<file path="config.mk">
export PLATFORM = sky130hd
export DESIGN_NAME = rau_divider
export DESIGN_NICKNAME = d
export VERILOG_FILES = /design/src/hdl/rau_pkg.sv /design/src/hdl/rau_divider.sv
export SDC_FILE = /design/constraint.sdc
export NUM_CORES = 1
export LEC_CHECK = 0
export ABC_CLOCK_PERIOD_IN_PS = 4000
export CORE_AREA = 8 8 165 167
export CTS_CLUSTER_SIZE = 25
export DETAILED_ROUTE_END_ITERATION = 10
export DIE_AREA = 0 0 173 175
export DONT_BUFFER_PORTS = 1
export GPL_TIMING_DRIVEN = 0
export HOLD_SLACK_MARGIN = 0.15
export PLACE_DENSITY = 0.72
export SETUP_SLACK_MARGIN = 0.15
export SYNTH_ARGS = -nofsm -noshare
export SYNTH_HDL_FRONTEND = slang
export SYNTH_SLANG_ARGS = --single-unit
</file>
<file path="constraint.sdc">
create_clock -name i_clk -period 4 [get_ports i_clk]
set_clock_uncertainty 0.2 [all_clocks]
set_input_delay 0.2 -clock i_clk [delete_from_list [all_inputs] [get_ports i_clk]]
set_output_delay 0.2 -clock i_clk [all_outputs]
set_load 0.05 [all_outputs]
</file>
<file path="src/hdl/rau_pkg.sv">
// ----------------------------------------------------------------------------
// rau_pkg: shared types and constants for the rational arithmetic unit
// Action codes and the control bundle between the top level and the divider.
// ----------------------------------------------------------------------------
`default_nettype none

package rau_pkg;

    // action codes
    localparam logic [2:0] ACT_ADD = 3'd0;
    localparam logic [2:0] ACT_SUB = 3'd1;
    localparam logic [2:0] ACT_MUL = 3'd2;
    localparam logic [2:0] ACT_DIV = 3'd3;
    localparam logic [2:0] ACT_CMP = 3'd4;

    // divider control and status
    typedef struct packed {
        logic start;
    } t_div_ctl;

    typedef struct packed {
        logic done;
    } t_div_sts;

endpackage

`default_nettype wire

</file>
<file path="src/hdl/rau_divider.sv">
// ----------------------------------------------------------------------------
// rau_divider: restoring divider, one quotient bit per cycle
// Gives quotient and remainder of two unsigned words.
// ----------------------------------------------------------------------------
`default_nettype none

module rau_divider
    import rau_pkg::*;
#(
    parameter int WIDTH = 64
) (
    input  wire              i_clk,
    input  wire              i_rst_n,
    input  t_div_ctl         i_ctl,
    input  wire [WIDTH-1:0]  i_dividend,
    input  wire [WIDTH-1:0]  i_divisor,
    output t_div_sts         o_sts,
    output logic [WIDTH-1:0] o_quot,
    output logic [WIDTH-1:0] o_rem
);

    localparam int CW = $clog2(WIDTH + 1);

    logic [WIDTH-1:0] r_q, r_d;
    logic [WIDTH:0]   r_r;
    logic [CW-1:0]    r_cnt;
    logic             r_busy, r_done;
    logic [WIDTH:0]   w_sh, w_diff;

    // shift in the next dividend bit and trial-subtract
    assign w_sh   = {r_r[WIDTH-1:0], r_q[WIDTH-1]};
    assign w_diff = w_sh - {1'b0, r_d};

    always_ff @(posedge i_clk) begin
        if (!i_rst_n) begin
            r_busy <= 1'b0;
            r_done <= 1'b0;
            r_cnt  <= '0;
        end else begin
            r_done <= 1'b0;
            if (i_ctl.start) begin
                r_busy <= 1'b1;
                r_cnt  <= CW'(WIDTH);
            end else if (r_busy) begin
                r_cnt <= r_cnt - 1'b1;
                if (r_cnt == CW'(1)) begin
                    r_busy <= 1'b0;
                    r_done <= 1'b1;
                end
            end
        end
    end

    // datapath
    always_ff @(posedge i_clk) begin
        if (i_ctl.start) begin
            r_q <= i_dividend;
            r_d <= i_divisor;
            r_r <= '0;
        end else if (r_busy) begin
            if (!w_diff[WIDTH]) begin
                r_r <= w_diff;
                r_q <= {r_q[WIDTH-2:0], 1'b1};
            end else begin
                r_r <= w_sh;
                r_q <= {r_q[WIDTH-2:0], 1'b0};
            end
        end
    end

    assign o_sts.done = r_done;
    assign o_quot     = r_q;
    assign o_rem      = r_r[WIDTH-1:0];

endmodule

`default_nettype wire
</file>
# Word level (Yosys, flattened, before mapping)
# Index checks and enable logic that the tools add are counted.
# word_totals
output_inout_bits,129
reg_bits,201
in_bits,131
word_cells,25
# classes
reduce_logical,3
n_eq_ne,1
bitwise_logic,2
n_mux,10
n_addsub,2
# op_table
op,count
64-bit 2-to-1 mux,3
65-bit by 64-bit subtractor with 65-bit output,1
7-bit 2-to-1 mux,2
"7-bit by 1-bit equality test with 1-bit output, second input constant",1
"7-bit by 1-bit subtractor with 7-bit output, second input constant",1
1-bit 2-to-1 mux,5
3-bit OR reduction,1
1-bit inverter,2
2-bit nonzero test,1
2-bit OR reduction,1

# Depth between registers and ports, before layout
# Gate-level depths: netlist (run 1).
# depth
word_depth,4
mapped_depth,14
mapped_depth_nobuf,13

# Least setup slack after synthesis (run 1)
# No wires, ideal clock.
# synth_path
path_type,reg-to-reg
startpoint,register r_q[63] (netlist: o_quot[63])
endpoint,"register r_q[0] (netlist: o_quot[0]), data pin"
t_required_ns,3.530
n_path_buf,1
path_slack_ns,0.025
stages_incl_launch_ff,14
setup_ns,0.270
t_arrival_ns,3.505
period_less_slack_ns,3.975
cell_sequence,edfxtp_1 > inv_1 > ha_1 > fa_1 > nand2b_1 > a21oi_1 > o211ai_1 > a211oi_1 > a211oi_2 > a211oi_1 > o21ai_2 > xor2_4 > clkbuf_1 > o21ai_0
# synth_between
elab_chain_cells,4
# synth_rtl
element,line_no,text
start: declaration,rau_divider.sv:24,"logic [WIDTH-1:0] r_q, r_d;"
start signal: assignment,rau_divider.sv:57,r_q <= i_dividend;
start signal: assignment,rau_divider.sv:63,"r_q <= {r_q[WIDTH-2:0], 1'b1};"
start signal: assignment,rau_divider.sv:66,"r_q <= {r_q[WIDTH-2:0], 1'b0};"
65-bit by 64-bit subtractor with 65-bit output,rau_divider.sv:32,"assign w_diff = w_sh - {1'b0, r_d};"
1-bit 2-to-1 mux,rau_divider.sv:61,if (!w_diff[WIDTH]) begin
64-bit 2-to-1 mux,rau_divider.sv:60,end else if (r_busy) begin
64-bit 2-to-1 mux,rau_divider.sv:56,if (i_ctl.start) begin
# No other way between the ends. The select of a mux whose other input is x is not followed.
# A chain may end at the register's enable or synchronous reset.

# Worst setup path after layout (run 1)
# layout_path
startpoint,register r_r[48]
endpoint,register r_r[17]
# layout_between
elab_chain_cells,2
# layout_rtl
element,line_no,text
start: declaration,rau_divider.sv:25,logic [WIDTH:0] r_r;
start signal: assignment,rau_divider.sv:62,r_r <= w_diff;
start signal: assignment,rau_divider.sv:65,r_r <= w_sh;
65-bit by 64-bit subtractor with 65-bit output,rau_divider.sv:32,
64-bit 2-to-1 mux,rau_divider.sv:61,
# No other way between the ends.

==> impl_metrics.env, run 1 <==
export IMPL_max_freq_mhz=250
export IMPL_slew_headroom=0.355
export IMPL_synth_edf_count=128
export IMPL_cp_data_required_time_ns=4.23
export IMPL_numCtsBuffers=24
export IMPL_nets=1653
export IMPL_ys_flop_type="edfxtp_1"
export IMPL_p_leak_nw=6.55
export IMPL_fin_crit_ns=4.00
export IMPL_firstDrtPassIters=5
export IMPL_r2r_start="r_r[48]$_SDFFE_PP0P_"
export IMPL_rsz0062_at_grt="yes"
export IMPL_ir_worst_vdd_mv=0.342
export IMPL_p_total_w=0.00649
export IMPL_whs_endpoint="r_cnt[6]$_SDFFE_PN0P_"
export IMPL_area_delta_synth_final_pct=28.9
export IMPL_syn_num_nets=1423
export IMPL_min_period_over_period=1.00
export IMPL_initial_core_util=0.491
export IMPL_p_clk_frac=0.341
export IMPL_path_buf_inv=3
export IMPL_finalMaxSlewViolations=0
export IMPL_gp_congestion=0.921
export IMPL_die_w_um=173
export IMPL_p_sw_frac=0.337
export IMPL_vias_per_cell=5.81
export IMPL_final_common_cell="dlygate4sd3_1"
export IMPL_powerDensity_mw_per_mm2=415
export IMPL_start_kind="register"
export IMPL_clk_path_buf_depth=3
export IMPL_min_path_type="primary input to register"
export IMPL_htreeDepth=1
export IMPL_cp_depth=14
export IMPL_path_class="register to register"
export IMPL_comb_power_share=0.203
export IMPL_min_path_cells=2
export IMPL_avgSynthCellArea_um2=9.90
export IMPL_critical_path_cell_chain="ha_1 > buf_2 > a21o_1 > a21o_1 > a21oi_1 > o221ai_1 > a311o_1 > or2_0 > o21ai_2 > xor2_4 > buf_12 > buf_6 > mux2i_1 > a211oi_1"
export IMPL_hold_viol=0
export IMPL_drive_gt1_frac=0.140
export IMPL_post_dp_hpwl_um=25900
export IMPL_r2r_cells=14
export IMPL_vias=10472
export IMPL_fillCellCount=1953
export IMPL_track_usage=0.236
export IMPL_ys_seq_area_frac=0.438
export IMPL_r2r_slack_ns=-0.0008
export IMPL_port_buffers=0
export IMPL_wl_um=36900
export IMPL_cts_root_buf="clkbuf_16"
export IMPL_path_clk_slew_ns=0.06
export IMPL_tightest_slew_ns=0.967
export IMPL_antenna_found_initial=2
export IMPL_grt_overflow=0
export IMPL_netlist_instances=1225
export IMPL_wire_per_inst_um=20.5
export IMPL_p_sw_w=0.00219
export IMPL_layout_common_cells="dlygate4sd3_1, edfxtp_1, nor2_1, inv_1, a21oi_1"
export IMPL_cp_end_kind="register"
export IMPL_path_common_cell="a21o_1"
export IMPL_cts_tree="done"
export IMPL_maxCapViolations=0
export IMPL_core_area_mm2=0.0247
export IMPL_hold_start="i_rst_n"
export IMPL_cp_slowest_cell="dfxtp_2"
export IMPL_die_height_um=175
export IMPL_die_area_mm2=0.0303
export IMPL_cp_max_fo=10
export IMPL_holdWs_ns=0.205
export IMPL_drcViolationCount=0
export IMPL_std_cell_rows=58
export IMPL_p_seq_frac=0.456
export IMPL_finalWorstSetupSlack_ns=-0.000842
export IMPL_ys_async_sr_fraction=0
export IMPL_cpPeakStageDelay_ns=0.54
export IMPL_synth_distinct_cells=65
export IMPL_status="complete, but fails checks"
export IMPL_grt_start_max_net_pins=66
export IMPL_violations="negative setup slack"
export IMPL_arrival_ns=4.23
export IMPL_utilization=0.633
export IMPL_power_internal_w=0.00430
export IMPL_syn_area_mm2=0.0121
export IMPL_ant_nets=0
export IMPL_r2r_end="r_r[17]$_SDFFE_PP0P_"
export IMPL_final_setup_viol_count=1
export IMPL_ys_seq_elements=201
export IMPL_cp_top_family="compound AO/OA/AOI/OAI gates"
export IMPL_grt_pass1_wl_um=58400
export IMPL_grt_pass1_vias=10672
export IMPL_drt_iter0_markers=586
export IMPL_finalSetupTns_ns=-0.000842
export IMPL_cts_sinks=201
export IMPL_synth_warnings=0
export IMPL_insertion_delay_ns=0.54
export IMPL_io_pins=260
==> metrics by stage <==
step / cell area (um^2) / setup WS (ns) / std cells
finish: 15600 / -0.000842 / 1803
global route: 15600 / -0.154 / 1803
CTS: 15600 / 0.0185 / 1801
detailed placement: 12600 / -0.803 / 1556
global placement: 12500 / -0.778 / 1555
floorplan: 12100 / 0.170 / 1225
==> sequential cells by signal, indices dropped and copies added (netlist names) <==
| signal | cells |
|---|---|
| o_quot | 64 |
| r_r | 64 |
| o_sts | 1 |
| r_busy | 1 |
| r_d | 64 |
| r_cnt | 7 |
==> cell usage after synthesis (all sizes together), types with 7 or more instances <==
cell / n / area [um^2]
a211oi: 65 / 493
o211ai: 10 / 75.1
nand2b: 12 / 75.1
nor2: 122 / 458
nor2b: 7 / 43.8
nand3: 19 / 95.1
mux2i: 51 / 510
inv: 85 / 319
o21a: 11 / 82.6
xnor2: 41 / 359
nand2: 71 / 267
ha: 66 / 826
a31oi: 10 / 62.6
dfxtp: 73 / 1460
o21ai: 54 / 274
a21oi: 74 / 370
xor2: 23 / 220
nor3: 16 / 80.1
nand4: 29 / 181
buf: 12 / 97.6
a21o: 32 / 240
clkbuf: 61 / 230
mux2: 65 / 732
edfxtp: 128 / 3840
==> cell families (layout without fill, tap and decap cells) <==
group | Yosys count | after routing | synth area share
AOI/OAI and AO/OA | 311 | 311 | 0.171
and+or+nand+nor | 308 | 308 | 0.118
DFF | 201 | 201 | 0.438
buffers and inverters | 158 | 404 | 0.0534
muxes | 116 | 116 | 0.102
adders and majority gates | 67 | 67 | 0.0698
xor gates and xnor gates | 64 | 64 | 0.0478
other | 0 | 2 | 0
==> what timing repair did <==
| action | CTS | global route |
|---|---|---|
| gates resized for setup | 55 | 33 |
| hold endpoints to repair | 203 | 0 |
| setup endpoints to repair | 65 | 65 |
| buffers inserted | 8 | 0 |
| pin swaps | 24 | 17 |
| hold buffers | 195 | 0 |
==> final cells by class <==
class,count,area (um^2),area share
clock buffers,26,608,0.0389
clock inverters,16,196,0.0126
multi-input cells,866,6320,0.404
well taps,330,413,0.0264
flip-flops and latches,201,5360,0.343
plain buffers,73,349,0.0223
inverters,85,319,0.0204
repair buffers,204,2060,0.132
diodes,2,5.00,0.000320
==> power by group through the flow <==
| stage | logic [W] | clock network [W] | registers [W] |
|---|---|---|---|
| after CTS | 0.00128 | 0.00225 | 0.00296 |
| after floorplan | 0.000859 | 0 | 0.00292 |
| after global routing | 0.00146 | 0.00233 | 0.00298 |
| after detailed placement | 0.00108 | 0 | 0.00299 |
| after global placement | 0.00105 | 0 | 0.00299 |
| final | 0.00132 | 0.00221 | 0.00296 |
==> worst max path at each step <==
stage	startpoint	end	slack (ns)
floorplan	o_quot[63]$_DFFE_PP_	r_r[61]$_SDFFE_PP0P_	0.17
global placement	o_quot[63]$_DFFE_PP_	o_quot[0]$_DFFE_PP_	-0.78
detailed placement	o_quot[63]$_DFFE_PP_	o_quot[0]$_DFFE_PP_	-0.80
CTS	o_quot[63]$_DFFE_PP_	r_r[55]$_SDFFE_PP0P_	0.02
global route	o_quot[63]$_DFFE_PP_	r_r[56]$_SDFFE_PP0P_	-0.15
finish	r_r[48]$_SDFFE_PP0P_	r_r[17]$_SDFFE_PP0P_	-0.0008
==> routing by layer <==
metal / wire [um] / track usage / vias to the layer above
li1: - / - / 4954
met1: 14600 / 0.284 / 4972
met2: 17700 / 0.401 / 483
met3: 3500 / 0.0667 / 63
met4: 1080 / 0.0765 / 0
met5: 0 / 0 / -
(Power assumes the default switching activity.)
==> inputs of run 2 (changes only) <==
- ABC_CLOCK_PERIOD_IN_PS: 4000 -> 4300
- clock period: 4 -> 4.3 ns (I/O delays scaled with it)
==> run 2 against run 1 <==
The flow now finishes without violations; global-route usage rose by 0.31 points; critical path depth down 1; utilization about the same; highest routed layer unchanged.
==> impl_metrics.env, run 2 (same netlist as run 1, synthesis figures left out) <==
export IMPL_path_buf_inv=3
export IMPL_n_antenna_cell=0
export IMPL_arrival_ns=4.34
export IMPL_drive_gt1_frac=0.125
export IMPL_p_clk_frac=0.348
export IMPL_p_total_w=0.00612
export IMPL_hold_start="i_dividend[61]"
export IMPL_drt_iter0_markers=793
export IMPL_area_delta_synth_final_pct=28.9
export IMPL_core_area_mm2=0.0247
export IMPL_final_common_cell="dlygate4sd3_1"
export IMPL_wl_um=38200
export IMPL_wire_per_inst_um=21.2
export IMPL_power_internal_w=0.00407
export IMPL_status="complete, no violations"
export IMPL_cts_root_buf="clkbuf_16"
export IMPL_p_seq_frac=0.450
export IMPL_port_buffers=0
export IMPL_ir_worst_vdd_mv=0.481
export IMPL_min_period_over_period=0.965
export IMPL_cpPeakStageDelay_ns=0.70
export IMPL_cp_top_family="compound AO/OA/AOI/OAI gates"
export IMPL_cp_end_kind="register"
export IMPL_grt_pass1_vias=10303
export IMPL_hold_viol=0
export IMPL_start_kind="register"
export IMPL_maxCapViolations=0
export IMPL_insertion_delay_ns=0.54
export IMPL_slew_headroom=0.363
export IMPL_final_setup_viol_count=0
export IMPL_path_clk_slew_ns=0.06
export IMPL_gp_congestion=0.908
export IMPL_crit_path_start="r_r[28]$_SDFFE_PP0P_"
export IMPL_antenna_found_initial=0
export IMPL_cp_max_fo=10
export IMPL_numCtsBuffers=24
export IMPL_max_freq_mhz=241
export IMPL_initial_core_util=0.491
export IMPL_tightest_slew_ns=0.956
export IMPL_std_cell_rows=58
export IMPL_firstDrtPassIters=6
export IMPL_finalMaxSlewViolations=0
export IMPL_htreeDepth=1
export IMPL_io_pins=260
export IMPL_rsz0062_at_grt="yes"
export IMPL_die_height_um=175
export IMPL_path_class="register to register"
export IMPL_holdWs_ns=0.233
export IMPL_ant_nets=0
export IMPL_track_usage=0.239
export IMPL_grt_start_max_net_pins=66
export IMPL_die_area_mm2=0.0303
export IMPL_cp_data_required_time_ns=4.48
export IMPL_comb_power_share=0.201
export IMPL_clk_path_buf_depth=3
export IMPL_vias_per_cell=5.80
export IMPL_r2r_start="r_r[28]$_SDFFE_PP0P_"
export IMPL_fin_crit_ns=4.15
export IMPL_cp_slowest_cell="dfxtp_1"
export IMPL_p_sw_w=0.00205
export IMPL_cts_tree="done"
export IMPL_die_w_um=173
export IMPL_grt_overflow=0
export IMPL_min_path_type="primary input to register"
export IMPL_path_common_cell="a211oi_4"
export IMPL_p_sw_frac=0.336
export IMPL_critical_path_cell_chain="ha_1 > buf_2 > a211o_1 > a21oi_1 > o211ai_1 > a211oi_4 > a211oi_4 > o21ai_2 > xor2_4 > buf_12 > buf_6 > mux2i_1 > a211oi_1"
export IMPL_p_leak_nw=6.53
export IMPL_layout_common_cells="dlygate4sd3_1, edfxtp_1, nor2_1, inv_1, a21oi_1"
export IMPL_grt_pass1_wl_um=58600
export IMPL_powerDensity_mw_per_mm2=392
export IMPL_cts_sinks=201
export IMPL_vias=10456
export IMPL_drcViolationCount=0
export IMPL_nets=1652
export IMPL_post_dp_hpwl_um=25900
run 2: per-stage QoR:
stage,TNS [ns],std cells,worst slack [ns],util,cell area [um^2]
2_1_floorplan,0,1225,0.325,-,12100
3_3_place_gp,-39.95,1555,-0.753,0.508,12500
3_5_place_dp,-45.53,1556,-0.847,0.509,12600
4_1_cts,0,1799,0.152,0.627,15500
5_1_grt,-0.0396,1802,-0.0211,0.634,15600
6_report,0,1802,0.149,0.634,15600
run 2: power groups by stage:
| stage | clock network, W | registers (W) | logic, W |
|---|---|---|---|
| 2_1_floorplan | 0 | 0.00272 | 0.000798 |
| 3_5_place_dp | 0 | 0.00278 | 0.00100 |
| 3_3_place_gp | 0 | 0.00278 | 0.000981 |
| 5_1_grt | 0.00223 | 0.00278 | 0.00135 |
| 4_1_cts | 0.00214 | 0.00275 | 0.00118 |
| 6_report | 0.00213 | 0.00276 | 0.00123 |
run 2: worst register-to-register path, delay by kind of cell (launching register included):
family          cells  cell delay (ns)
mux                 1             0.26
fa+ha+maj           1             0.33
compound gates      7             1.82
flops               1             0.70
buf+inv             3             0.53
xor+xnor            1             0.18
run 2: area by class of cell:
class	count	area, um^2
Fill cell	1919	9040
Clock buffer	35	683
Buffer	73	339
Sequential cell	201	5340
Multi-Input combinational cell	866	6350
Tap cell	330	413
Clock inverter	9	143
Inverter	85	319
Timing Repair Buffer	203	2050
run 2: path summary, 6_finish.rpt:
| kind | cells past startpoint | slack [ns] | to |
|---|---|---|---|
| setup / recovery | 13 | 0.15 | r_r[34]$_SDFFE_PP0P_ |
| hold / removal | 2 | 0.23 | o_quot[61]$_DFFE_PP_ |
| setup reg to reg | 13 | 0.15 | r_r[34]$_SDFFE_PP0P_ |
| hold reg to reg | 2 | 0.32 | r_cnt[1]$_SDFFE_PP0P_ |
run 2: repair_timing:
item / CTS / global route
buffers inserted: 4 / 3
hold buffers: 195 / 0
endpoints found under the setup margin: 65 / 65
cloned: 0 / 0
hold endpoints to repair: 202 / 0
pin swaps: 8 / 32
resized for setup: 22 / 46
run 2: per-layer routing:
| metal | wire length, um | vias up | GRT usage |
|---|---|---|---|
| met5 | 0 | - | 0 |
| met4 | 972 | 0 | 0.0629 |
| met3 | 3630 | 58 | 0.0678 |
| met2 | 18400 | 512 | 0.416 |
| met1 | 15100 | 4943 | 0.285 |
| li1 | - | 4943 | - |
